## src/rtl/core/scled_pkg.sv

```systemverilog
// Shared types, scancodes and key tables of the scancode line editor.
package scled_pkg;

	localparam int DefaultLineCapacity = 128;
	localparam int KeyTableLen = 59;

	// Set 1 press codes
	localparam logic [7:0] SC_BACKSPACE = 8'h0E;
	localparam logic [7:0] SC_TAB       = 8'h0F;
	localparam logic [7:0] SC_ENTER     = 8'h1C;
	localparam logic [7:0] SC_CTRL      = 8'h1D;
	localparam logic [7:0] SC_LSHIFT    = 8'h2A;
	localparam logic [7:0] SC_RSHIFT    = 8'h36;
	localparam logic [7:0] SC_ALT       = 8'h38;
	localparam logic [7:0] SC_CAPS      = 8'h3A;
	localparam logic [7:0] SC_F1        = 8'h3B;
	localparam logic [7:0] SC_F2        = 8'h3C;
	localparam logic [7:0] SC_F3        = 8'h3D;
	localparam logic [7:0] SC_KEY_L     = 8'h26;
	localparam logic [7:0] SC_KEY_C     = 8'h2E;

	// Set 1 release codes
	localparam logic [7:0] SC_LSHIFT_UP = 8'hAA;
	localparam logic [7:0] SC_RSHIFT_UP = 8'hB6;
	localparam logic [7:0] SC_CTRL_UP   = 8'h9D;
	localparam logic [7:0] SC_ALT_UP    = 8'hB8;

	localparam logic [6:0] ASCII_TAB = 7'h09;
	localparam logic [6:0] ASCII_LF  = 7'h0A;

	typedef enum logic [1:0] {
		EDIT_NONE   = 2'd0,
		EDIT_APPEND = 2'd1,
		EDIT_DELETE = 2'd2,
		EDIT_CLEAR  = 2'd3
	} edit_kind_t;

	typedef enum logic [2:0] {
		CMD_NONE  = 3'd0,
		CMD_TERM1 = 3'd1,
		CMD_TERM2 = 3'd2,
		CMD_TERM3 = 3'd3,
		CMD_HALT  = 3'd4
	} cmd_t;

	typedef struct packed {
		logic       char_valid;
		logic [6:0] char_code;
		edit_kind_t edit_kind;
		cmd_t       command;
		logic       line_done;
		logic [7:0] line_length;
	} result_t;

	function automatic logic [6:0] plain_key(input logic [5:0] idx);
		logic [6:0] c;
		unique case (idx)
			6'h02: c = 7'h31; 6'h03: c = 7'h32; 6'h04: c = 7'h33; 6'h05: c = 7'h34;
			6'h06: c = 7'h35; 6'h07: c = 7'h36; 6'h08: c = 7'h37; 6'h09: c = 7'h38;
			6'h0A: c = 7'h39; 6'h0B: c = 7'h30; 6'h0C: c = 7'h2D; 6'h0D: c = 7'h3D;
			6'h10: c = 7'h71; 6'h11: c = 7'h77; 6'h12: c = 7'h65; 6'h13: c = 7'h72;
			6'h14: c = 7'h74; 6'h15: c = 7'h79; 6'h16: c = 7'h75; 6'h17: c = 7'h69;
			6'h18: c = 7'h6F; 6'h19: c = 7'h70; 6'h1A: c = 7'h5B; 6'h1B: c = 7'h5D;
			6'h1E: c = 7'h61; 6'h1F: c = 7'h73; 6'h20: c = 7'h64; 6'h21: c = 7'h66;
			6'h22: c = 7'h67; 6'h23: c = 7'h68; 6'h24: c = 7'h6A; 6'h25: c = 7'h6B;
			6'h26: c = 7'h6C; 6'h27: c = 7'h3B; 6'h28: c = 7'h27; 6'h29: c = 7'h60;
			6'h2B: c = 7'h5C; 6'h2C: c = 7'h7A; 6'h2D: c = 7'h78; 6'h2E: c = 7'h63;
			6'h2F: c = 7'h76; 6'h30: c = 7'h62; 6'h31: c = 7'h6E; 6'h32: c = 7'h6D;
			6'h33: c = 7'h2C; 6'h34: c = 7'h2E; 6'h35: c = 7'h2F; 6'h37: c = 7'h2A;
			6'h39: c = 7'h20;
			default: c = 7'h00;
		endcase
		return c;
	endfunction

	function automatic logic [6:0] shift_key(input logic [5:0] idx);
		logic [6:0] p;
		logic [6:0] c;
		p = plain_key(idx);
		unique case (idx)
			6'h02: c = 7'h21; 6'h03: c = 7'h40; 6'h04: c = 7'h23; 6'h05: c = 7'h24;
			6'h06: c = 7'h25; 6'h07: c = 7'h5E; 6'h08: c = 7'h26; 6'h09: c = 7'h2A;
			6'h0A: c = 7'h28; 6'h0B: c = 7'h29; 6'h0C: c = 7'h5F; 6'h0D: c = 7'h2B;
			6'h1A: c = 7'h7B; 6'h1B: c = 7'h7D; 6'h27: c = 7'h3A; 6'h28: c = 7'h22;
			6'h29: c = 7'h7E; 6'h2B: c = 7'h7C; 6'h33: c = 7'h3C; 6'h34: c = 7'h3E;
			6'h35: c = 7'h3F;
			default: begin
				// letters shift to upper case, the rest keep their plain entry
				if (p >= 7'h61 && p <= 7'h7A)
					c = p - 7'h20;
				else
					c = p;
			end
		endcase
		return c;
	endfunction

endpackage

```

## src/rtl/core/scled_keymap.sv

```systemverilog
// Press code to ASCII lookup under shift and caps lock.
module scled_keymap
	import scled_pkg::*;
(
	input  logic [6:0] code,
	input  logic       shift,
	input  logic       caps,
	output logic [6:0] ascii
);

	logic [6:0] base;

	always_comb begin
		if (code >= 7'(KeyTableLen))
			base = 7'h00;
		else if (shift)
			base = shift_key(code[5:0]);
		else
			base = plain_key(code[5:0]);
	end

	// caps lock swaps letter case, so shift plus caps gives lower case
	always_comb begin
		if (caps && base >= 7'h61 && base <= 7'h7A)
			ascii = base - 7'h20;
		else if (caps && base >= 7'h41 && base <= 7'h5A)
			ascii = base + 7'h20;
		else
			ascii = base;
	end

endmodule

```

## src/rtl/core/scled_editor.sv

```systemverilog
// Modifier and line length state with the per-byte edit decision.
module scled_editor
	import scled_pkg::*;
#(
	parameter int LINE_CAPACITY = DefaultLineCapacity
) (
	input  logic       clk,
	input  logic       arst_n,
	input  logic       advance,
	input  logic [7:0] scan_byte,
	output result_t    result
);

	localparam int FillW = $clog2(LINE_CAPACITY + 1);
	localparam logic [FillW-1:0] Capacity = FillW'(LINE_CAPACITY);
	localparam logic [FillW-1:0] CharLimit = FillW'(LINE_CAPACITY - 1);

	logic             shift_q, caps_q, ctrl_q, alt_q;
	logic             shift_d, caps_d, ctrl_d, alt_d;
	logic [FillW-1:0] fill_q, fill_d;
	logic [6:0]       ascii;

	scled_keymap u_keymap (
		.code  (scan_byte[6:0]),
		.shift (shift_q),
		.caps  (caps_q),
		.ascii (ascii)
	);

	always_comb begin
		shift_d = shift_q;
		caps_d  = caps_q;
		ctrl_d  = ctrl_q;
		alt_d   = alt_q;
		fill_d  = fill_q;
		result.char_valid = 1'b0;
		result.char_code  = 7'h00;
		result.edit_kind  = EDIT_NONE;
		result.command    = CMD_NONE;
		result.line_done  = 1'b0;
		if (scan_byte[7]) begin
			if (scan_byte == SC_LSHIFT_UP || scan_byte == SC_RSHIFT_UP)
				shift_d = 1'b0;
			else if (scan_byte == SC_CTRL_UP)
				ctrl_d = 1'b0;
			else if (scan_byte == SC_ALT_UP)
				alt_d = 1'b0;
		end else begin
			unique case (scan_byte)
				SC_BACKSPACE: begin
					if (fill_q != '0) begin
						fill_d = fill_q - 1'b1;
						result.edit_kind = EDIT_DELETE;
					end
				end
				SC_TAB, SC_ENTER: begin
					if (fill_q < Capacity) begin
						fill_d = fill_q + 1'b1;
						result.char_valid = 1'b1;
						result.edit_kind  = EDIT_APPEND;
						result.char_code  = (scan_byte == SC_TAB) ? ASCII_TAB : ASCII_LF;
						result.line_done  = (scan_byte == SC_ENTER);
					end
				end
				SC_CAPS: caps_d = !caps_q;
				SC_LSHIFT, SC_RSHIFT: shift_d = 1'b1;
				SC_ALT: alt_d = 1'b1;
				SC_CTRL: ctrl_d = 1'b1;
				SC_F1: if (alt_q) result.command = CMD_TERM1;
				SC_F2: if (alt_q) result.command = CMD_TERM2;
				SC_F3: if (alt_q) result.command = CMD_TERM3;
				default: begin
					if (scan_byte == SC_KEY_L && ctrl_q) begin
						ctrl_d = 1'b0;
						fill_d = '0;
						result.edit_kind = EDIT_CLEAR;
					end else if (scan_byte == SC_KEY_C && ctrl_q) begin
						ctrl_d = 1'b0;
						result.command = CMD_HALT;
					end else if (ascii != 7'h00 && fill_q < CharLimit) begin
						// plain characters leave one slot for tab or enter
						fill_d = fill_q + 1'b1;
						result.char_valid = 1'b1;
						result.edit_kind  = EDIT_APPEND;
						result.char_code  = ascii;
					end
				end
			endcase
		end
		result.line_length = 8'(fill_d);
	end

	always_ff @(posedge clk or negedge arst_n) begin
		if (!arst_n) begin
			shift_q <= 1'b0;
			caps_q  <= 1'b0;
			ctrl_q  <= 1'b0;
			alt_q   <= 1'b0;
			fill_q  <= '0;
		end else if (advance) begin
			shift_q <= shift_d;
			caps_q  <= caps_d;
			ctrl_q  <= ctrl_d;
			alt_q   <= alt_d;
			fill_q  <= fill_d;
		end
	end

endmodule

```

## src/rtl/core/scancode_line_editor.sv

```systemverilog
// Top level of the scancode line editor: input register, editor, result register.
//
//   channel | direction | handshake           | payload
//   --------+-----------+---------------------+---------------------------------------
//   in      | input     | in_valid, in_stall  | scan_byte
//   out     | output    | out_valid, out_stall| char_valid, char_code, edit_kind,
//           |           |                     | command, line_done, line_length
//
// One transaction in per cycle while in_stall is low, one result per transaction:
// the byte is held in the input register, decoded and applied to the modifier and
// line length state in one pass, and the result lands in the output register.
// Reset clears the modifiers, caps lock and the line length.
// A stalled result holds in the output register; the input register still
// takes a byte, and in_stall rises only when both registers are full.
module scancode_line_editor
	import scled_pkg::*;
#(
	parameter int LINE_CAPACITY = DefaultLineCapacity
) (
	input  logic       clk,
	input  logic       arst_n,
	input  logic       in_valid,
	output logic       in_stall,
	input  logic [7:0] scan_byte,
	output logic       out_valid,
	input  logic       out_stall,
	output logic       char_valid,
	output logic [6:0] char_code,
	output logic [1:0] edit_kind,
	output logic [2:0] command,
	output logic       line_done,
	output logic [7:0] line_length
);

	logic       valid_s1, valid_s2;
	logic [7:0] scan_s1;
	result_t    result_d, result_s2;
	logic       open_s2, advance_s1, take_in;

	assign open_s2    = !valid_s2 || !out_stall;
	assign advance_s1 = valid_s1 && open_s2;
	assign in_stall   = valid_s1 && !open_s2;
	assign take_in    = in_valid && !in_stall;

	scled_editor #(
		.LINE_CAPACITY (LINE_CAPACITY)
	) u_editor (
		.clk       (clk),
		.arst_n    (arst_n),
		.advance   (advance_s1),
		.scan_byte (scan_s1),
		.result    (result_d)
	);

	always_ff @(posedge clk or negedge arst_n) begin
		if (!arst_n) begin
			valid_s1 <= 1'b0;
			valid_s2 <= 1'b0;
		end else begin
			if (take_in)
				valid_s1 <= 1'b1;
			else if (advance_s1)
				valid_s1 <= 1'b0;
			if (open_s2)
				valid_s2 <= valid_s1;
		end
	end

	always_ff @(posedge clk) begin
		if (take_in)
			scan_s1 <= scan_byte;
		if (advance_s1)
			result_s2 <= result_d;
	end

	assign out_valid   = valid_s2;
	assign char_valid  = result_s2.char_valid;
	assign char_code   = result_s2.char_code;
	assign edit_kind   = result_s2.edit_kind;
	assign command     = result_s2.command;
	assign line_done   = result_s2.line_done;
	assign line_length = result_s2.line_length;

	a_append_kind: assert property (@(posedge clk) disable iff (!arst_n)
		out_valid && char_valid |-> edit_kind == EDIT_APPEND)
		else $error("appended character without append edit");

	a_done_is_lf: assert property (@(posedge clk) disable iff (!arst_n)
		out_valid && line_done |-> char_valid && char_code == ASCII_LF)
		else $error("line done without newline");

	a_cmd_no_edit: assert property (@(posedge clk) disable iff (!arst_n)
		out_valid && command != CMD_NONE |-> edit_kind == EDIT_NONE && !char_valid)
		else $error("command together with an edit");

	a_stall_cause: assert property (@(posedge clk) disable iff (!arst_n)
		in_stall |-> valid_s1 && out_valid && out_stall)
		else $error("input stalled while the output side can move");

endmodule
```

## config.mk

```make
export PLATFORM = sky130hd
export DESIGN_NAME = scancode_line_editor
export DESIGN_NICKNAME = d
export VERILOG_FILES = /design/src/rtl/core/scled_pkg.sv /design/src/rtl/core/scled_keymap.sv /design/src/rtl/core/scled_editor.sv /design/src/rtl/core/scancode_line_editor.sv
export SDC_FILE = /design/constraint.sdc
export NUM_CORES = 1
export LEC_CHECK = 0
export ABC_AREA = 1
export BUFFER_PORTS_ARGS = -buffer_cell sky130_fd_sc_hd__buf_2
export CAP_MARGIN = 30
export CORE_MARGIN = 5
export CORE_UTILIZATION = 50
export CTS_CLUSTER_SIZE = 8
export DETAILED_ROUTE_END_ITERATION = 7
export PLACE_DENSITY = 0.8
export SYNTH_ARGS = -nofsm -noshare
export SYNTH_HDL_FRONTEND = slang
export SYNTH_SLANG_ARGS = --single-unit
```

## constraint.sdc

```tcl
create_clock -name clk -period 7.9 [get_ports clk]
set_clock_uncertainty 0.15 [all_clocks]
set_input_delay 1.58 -clock clk [delete_from_list [all_inputs] [get_ports clk]]
set_output_delay 1.58 -clock clk [all_outputs]
set_load 0.05 [all_outputs]
```

## Yosys cells after proc, flatten, opt, wreduce, memory -nomap -nowiden

Memory sizes are Yosys's and may differ from the RTL's. A register that Yosys moved wholly into a read port is not among the register bits.
Cells that the tools add are included.

- Add/subtract/negate cells: 5
- Magnitude comparators: 9
- Equal/unequal tests: 44
- Mux-type cells: 48
- Bitwise logic cells: 3
- Reductions and logical operators: 35

Operators with widths:

| operator | number |
|---|---|
| $pmux 7 s21 | 1 |
| $eq 8x6->1 const B | 9 |
| $mux 8 | 7 |
| $mux 7 | 7 |
| $eq 6x6->1 const B | 7 |
| $eq 6x4->1 const B | 6 |
| $eq 8x8->1 const B | 4 |
| $mux 10 | 3 |
| $eq 6x3->1 const B | 4 |
| $pmux 8 s3 | 1 |
| $ge 7x7->1 const B | 3 |
| $le 7x7->1 const B | 3 |
| $eq 8x4->1 const B | 2 |
| $eq 8x5->1 const B | 2 |
| $mux 1 | 16 |
| $pmux 8 s2 | 1 |
| $reduce_or 8->1 | 2 |
| $sub 7x6->7 const B | 2 |
| $eq 6x2->1 const B | 2 |
| $eq 6x5->1 const B | 2 |
| $mux 6 | 2 |
| $pmux 3 s4 | 1 |
| $logic_and 1x1->1 | 11 |
| $mux 2 | 5 |
| 24 further kinds | 41 |

- Flip-flop bits (word level): 44
- ROM bits: 896
- Input bits: 12
- Output and inout port bits: 24
- Logic and storage cells: 160
- Memories: 2

Memory list:

| name | words | width | read ports | clocked after Yosys merged registers in | wr ports | RTL line | RTL |
|---|---|---|---|---|---|---|---|
| (no name shown) | 64 | 7 | 1 | 1 | 0 | scled_pkg.sv:57 | `unique case (idx)` |
| (no name shown) | 64 | 7 | 1 | 1 | 0 | scled_pkg.sv:57 |  |

## Logic depth before layout (Yosys ltp)

- Depth after elaboration: 20
- Mapped depth: 28
- Mapped depth without buffers: 28

## Hierarchy

From an unflattened synthesis, not the netlist that was laid out.

- Cell total of the unflattened synthesis: 668
- Area, all modules: 4,292.9 µm²

By module, submodules not included:

| module | times used | cells each | area an instance (µm²) | sequential area each (µm²) |
|---|---|---|---|---|
| scled_keymap | 1 | 337 | 1,654.1 | 0.0 |
| scled_editor | 1 | 289 | 1,642.8 | 300.3 |
| scancode_line_editor | 1 | 42 | 996.0 | 950.9 |

## Worst setup path after synthesis

Ideal clock, no wire load.

- Path type: input to register
- Start point: input port out_stall
- End point: register with a tool-made name
- Setup time: 0.133 ns
- Arrival time: 4.258 ns
- Data required time: 7.617 ns
- Path slack: 3.359 ns
- Stages on the path: 15
- Path buffers: 1
- Cell sequence: nand2_1 nor2_1 inv_1 nand2_1 clkbuf_1 nand2_1 o21ai_0 inv_1 ha_1 inv_1 nor2_1 nor3_1 a211oi_1 o31ai_1 o211ai_1

RTL lines:

| element | RTL line | RTL |
|---|---|---|
| start: declaration | scancode_line_editor.sv:26 | `input logic out_stall,` |

==> summary.txt <==
Status
  • Outcome: completed

Placement
  • Setup WS pre-CTS: 3430 ps
  • Dpl hpwl: 8515 um
  • # port buffers: 35
  • Final Wtd Congestion: 0.9739
  • Placed instance area: 4542 um^2

Synth
  • Post-synthesis instance total: 629
  • Dominant cells by area after synthesis: edfxtp_1 21%, nand2_1 13%, nand3_1 8.9%
  • Synth Area per Inst: 6.791 um^2
  • Seq/Total Area, Yosys: 32.57%
  • Yosys warns: 0
  • Most used standard cell by instance count after synthesis: nand2_1
  • Number of flops mapped to enable cells by yosys: 30
  • Top cell type's share of synthesized area: 21.09%
  • Yosys reg bits: 51
  • Primary FF master, synth: edfxtp_1
  • Commonest cells in the netlist: 150 x nand2_1, 88 x nor2_1, 87 x inv_1, 76 x nand3_1, 30 x edfxtp_1
  • Post-synth cell types: 46
  • Synthesized cell area: 4272 um^2
  • Async S/R FF share, synth: 27.45%
  • Syn nets: 657
  • Synth area leader: edfxtp_1

Worst setup path
  • Max stage delay on crit path: 680 ps
  • Reg-to-Reg End: char_code[1]
  • CP required: 7940 ps
  • Crit path buf inv count: 4
  • Reg2Reg Depth: 25
  • Crit-path cells: buf_2 > nand2_1 > nor2_1 > inv_1 > nand2_1 > o21ai_0 > inv_1 > ha_1 > inv_1 > nor2_1 > nor3_1 > o32ai_1 > a211o_1
  • Critical path fanouts, max: 14
  • Crit-path slowest cell: o21ai_0
  • Reg2Reg Setup Slack: 3710 ps
  • Worst R2R Start: scan_s1[4]
  • Crit-path most repeated cell: inv_1
  • CP Capture Type: flip-flop
  • Critical path's top delay family: compound AO/OA/AOI/OAI gates
  • Worst setup SP type: primary input
  • Critical path class: in -> reg
  • CP arrival: 4250 ps

Floorplan
  • Initial Utilization: 51.73%
  • CORE AREA: 8258 um^2
  • Total Die Area: 10490 um^2
  • Die extent in y: 102.4 um
  • I/O pin count: 36
  • Row cnt: 33
  • Die X: 102.4 um

STA
  • Final Hold Vio Count: 0
  • Period utilization: 53.31%
  • Fmax: 0.2374 GHz
  • Slew @ Worst Pin: 874.9 ps
  • Slew margin rel.: 41.40%
  • Setup violators final: 0
  • Worst Slack Setup Final: 3689 ps
  • Sum Neg Setup Slack: 0 ps
  • Min Tclk post-route: 4211 ps
  • RSZ-0062 raised after global routing: false
  • Max Slew Vio Count: 0

Clocking
  • CTS resizes: 0
  • Postcts setup bufs: 0
  • H-tree depth: 2
  • Clk slew on worst S/H paths: 100 ps
  • Root Driver: clkbuf_8
  • Clk Latency, worst-skew pair: 310 ps
  • CTS buffer count: 5
  • Hold-fix buffers, CTS: 0
  • Clock Path Buffers: 2
  • CTS sink count: 51
  • CTS tree: yes

GRT
  • Vias in the first global route: 4157
  • Total track usage: 22.31%
  • Largest net degree at the start of global routing: 31
  • GR Overflow Total: 0
  • First-pass GRT wire length: 19150 um
  • Initial antenna violation count: 0

Routing
  • Post-route ant nets: 0
  • Avg Vias per Cell: 5.801
  • Pre-antenna DRT Iters: 5
  • Routed WL: 11280 um
  • Via count: 4449
  • Drt first-iter violations: 446
  • DRC Markers: 0
  • Mean routed wirelength per cell: 14.71 um

Pwr
  • LEAKAGE: 2.268 nW
  • Power Total: 1.093 mW
  • Peak VDD IR: 0.1036 mV
  • Pwr dens: 236.1 nW/um^2

Layout
  • Final non-filler cell area: 4631 um^2
  • Layout cells sized above 1: 10.88%
  • Area grow syn2layout: 8.407%
  • Fillers: 803
  • Final-stage net count: 689
  • N_diodes: 0
  • Final Util: 56.08%

Worst hold path
  • WHS Endpoint: out_valid
  • Hold Path Origin: valid_s1
  • Hold depth: 2
  • HP Class: reg -> reg

Flow run
  • MaxCap Viol Count: 0
==> metal layers <==
metal  up-vias  global-route usage [%]  share of wire [%]
met4         0                   7.064                2.2
met3        26                   4.505                9.9
li1       2159                       -                  -
met1      2010                   27.61                 41
met2       254                   38.88                 47
met5         -                       0                  0
==> per-stage QoR <==
stage	instances	hold slack, ps
floorplan	629	284.0
global placement	758	305.9
detailed placement	759	312.1
CTS	767	338.8
global route	767	377.7
finish	767	337.6
==> cells by family after synthesis <==
group	Yosys count	synth area share, %
AND/OR/NAND/NOR	368	39.31
buffers and inverters	106	9.520
AO/OA/AOI/OAI	79	12.07
flip-flops	51	32.57
adder cells (fa/ha/maj)	16	4.687
XOR/XNOR	9	1.845
==> power by group <==
part,leakage (nW),internal [mW],switching [mW]
Clock,0.0418,0.0639,0.0923
Sequential,0.514,0.344,0.0615
Combinational,1.71,0.160,0.371
Total,2.27,0.568,0.525
==> worst register-to-register path: cells and delay by family, from the launching register on <==
kind | cells | cell delay, ps
compound gates | 1 | 100
flops | 1 | 470
buf+inv | 3 | 260
simple gates | 20 | 2720
fa+ha+maj | 1 | 230
==> how the worst max path moves through the flow <==
| stage | slack [ps] | start | cells past startpoint | end |
|---|---|---|---|---|
| 3_5_place_dp | 3430 | out_stall | 13 | flip-flop |
| 2_1_floorplan | 3360 | out_stall | 15 | flip-flop |
| 6_report | 3690 | out_stall | 13 | flip-flop |
| 3_3_place_gp | 3540 | out_stall | 12 | flip-flop |
| 4_1_cts | 3740 | out_stall | 13 | flip-flop |
| 5_1_grt | 3320 | scan_s1[4] | 25 | char_code[1] |
==> placed cells by master (no fill, tap or decap), types with 4 or more instances in the layout <==
cell / instances
nand2_1: 150
inv_1: 87
nor2_1: 87
nand3_1: 76
buf_2: 35
edfxtp_1: 30
o21ai_0: 20
ha_1: 16
nor3_1: 14
dfrtp_1: 14
nand4_1: 13
a21oi_1: 12
o211ai_1: 9
xor2_1: 8
dfxtp_1: 7
o2111ai_1: 6
nand3_2: 6
o21ai_1: 5
clkinv_1: 5
nand2_2: 5
clkbuf_8: 5
nor2_2: 4
a31oi_1: 4
==> area by class of cell <==
cell class	instances	area [um^2]	share of cell area, %
clock buffer	6	72.57	1.567
clock inverter	2	16.27	0.3513
inverter	94	352.8	7.620
multi-input combinational	472	2476	53.47
sequential	51	1391	30.05
tap	105	131.4	2.837
timing repair buffer	37	190.2	4.107
Note: power is estimated with default switching activity, not from simulation.
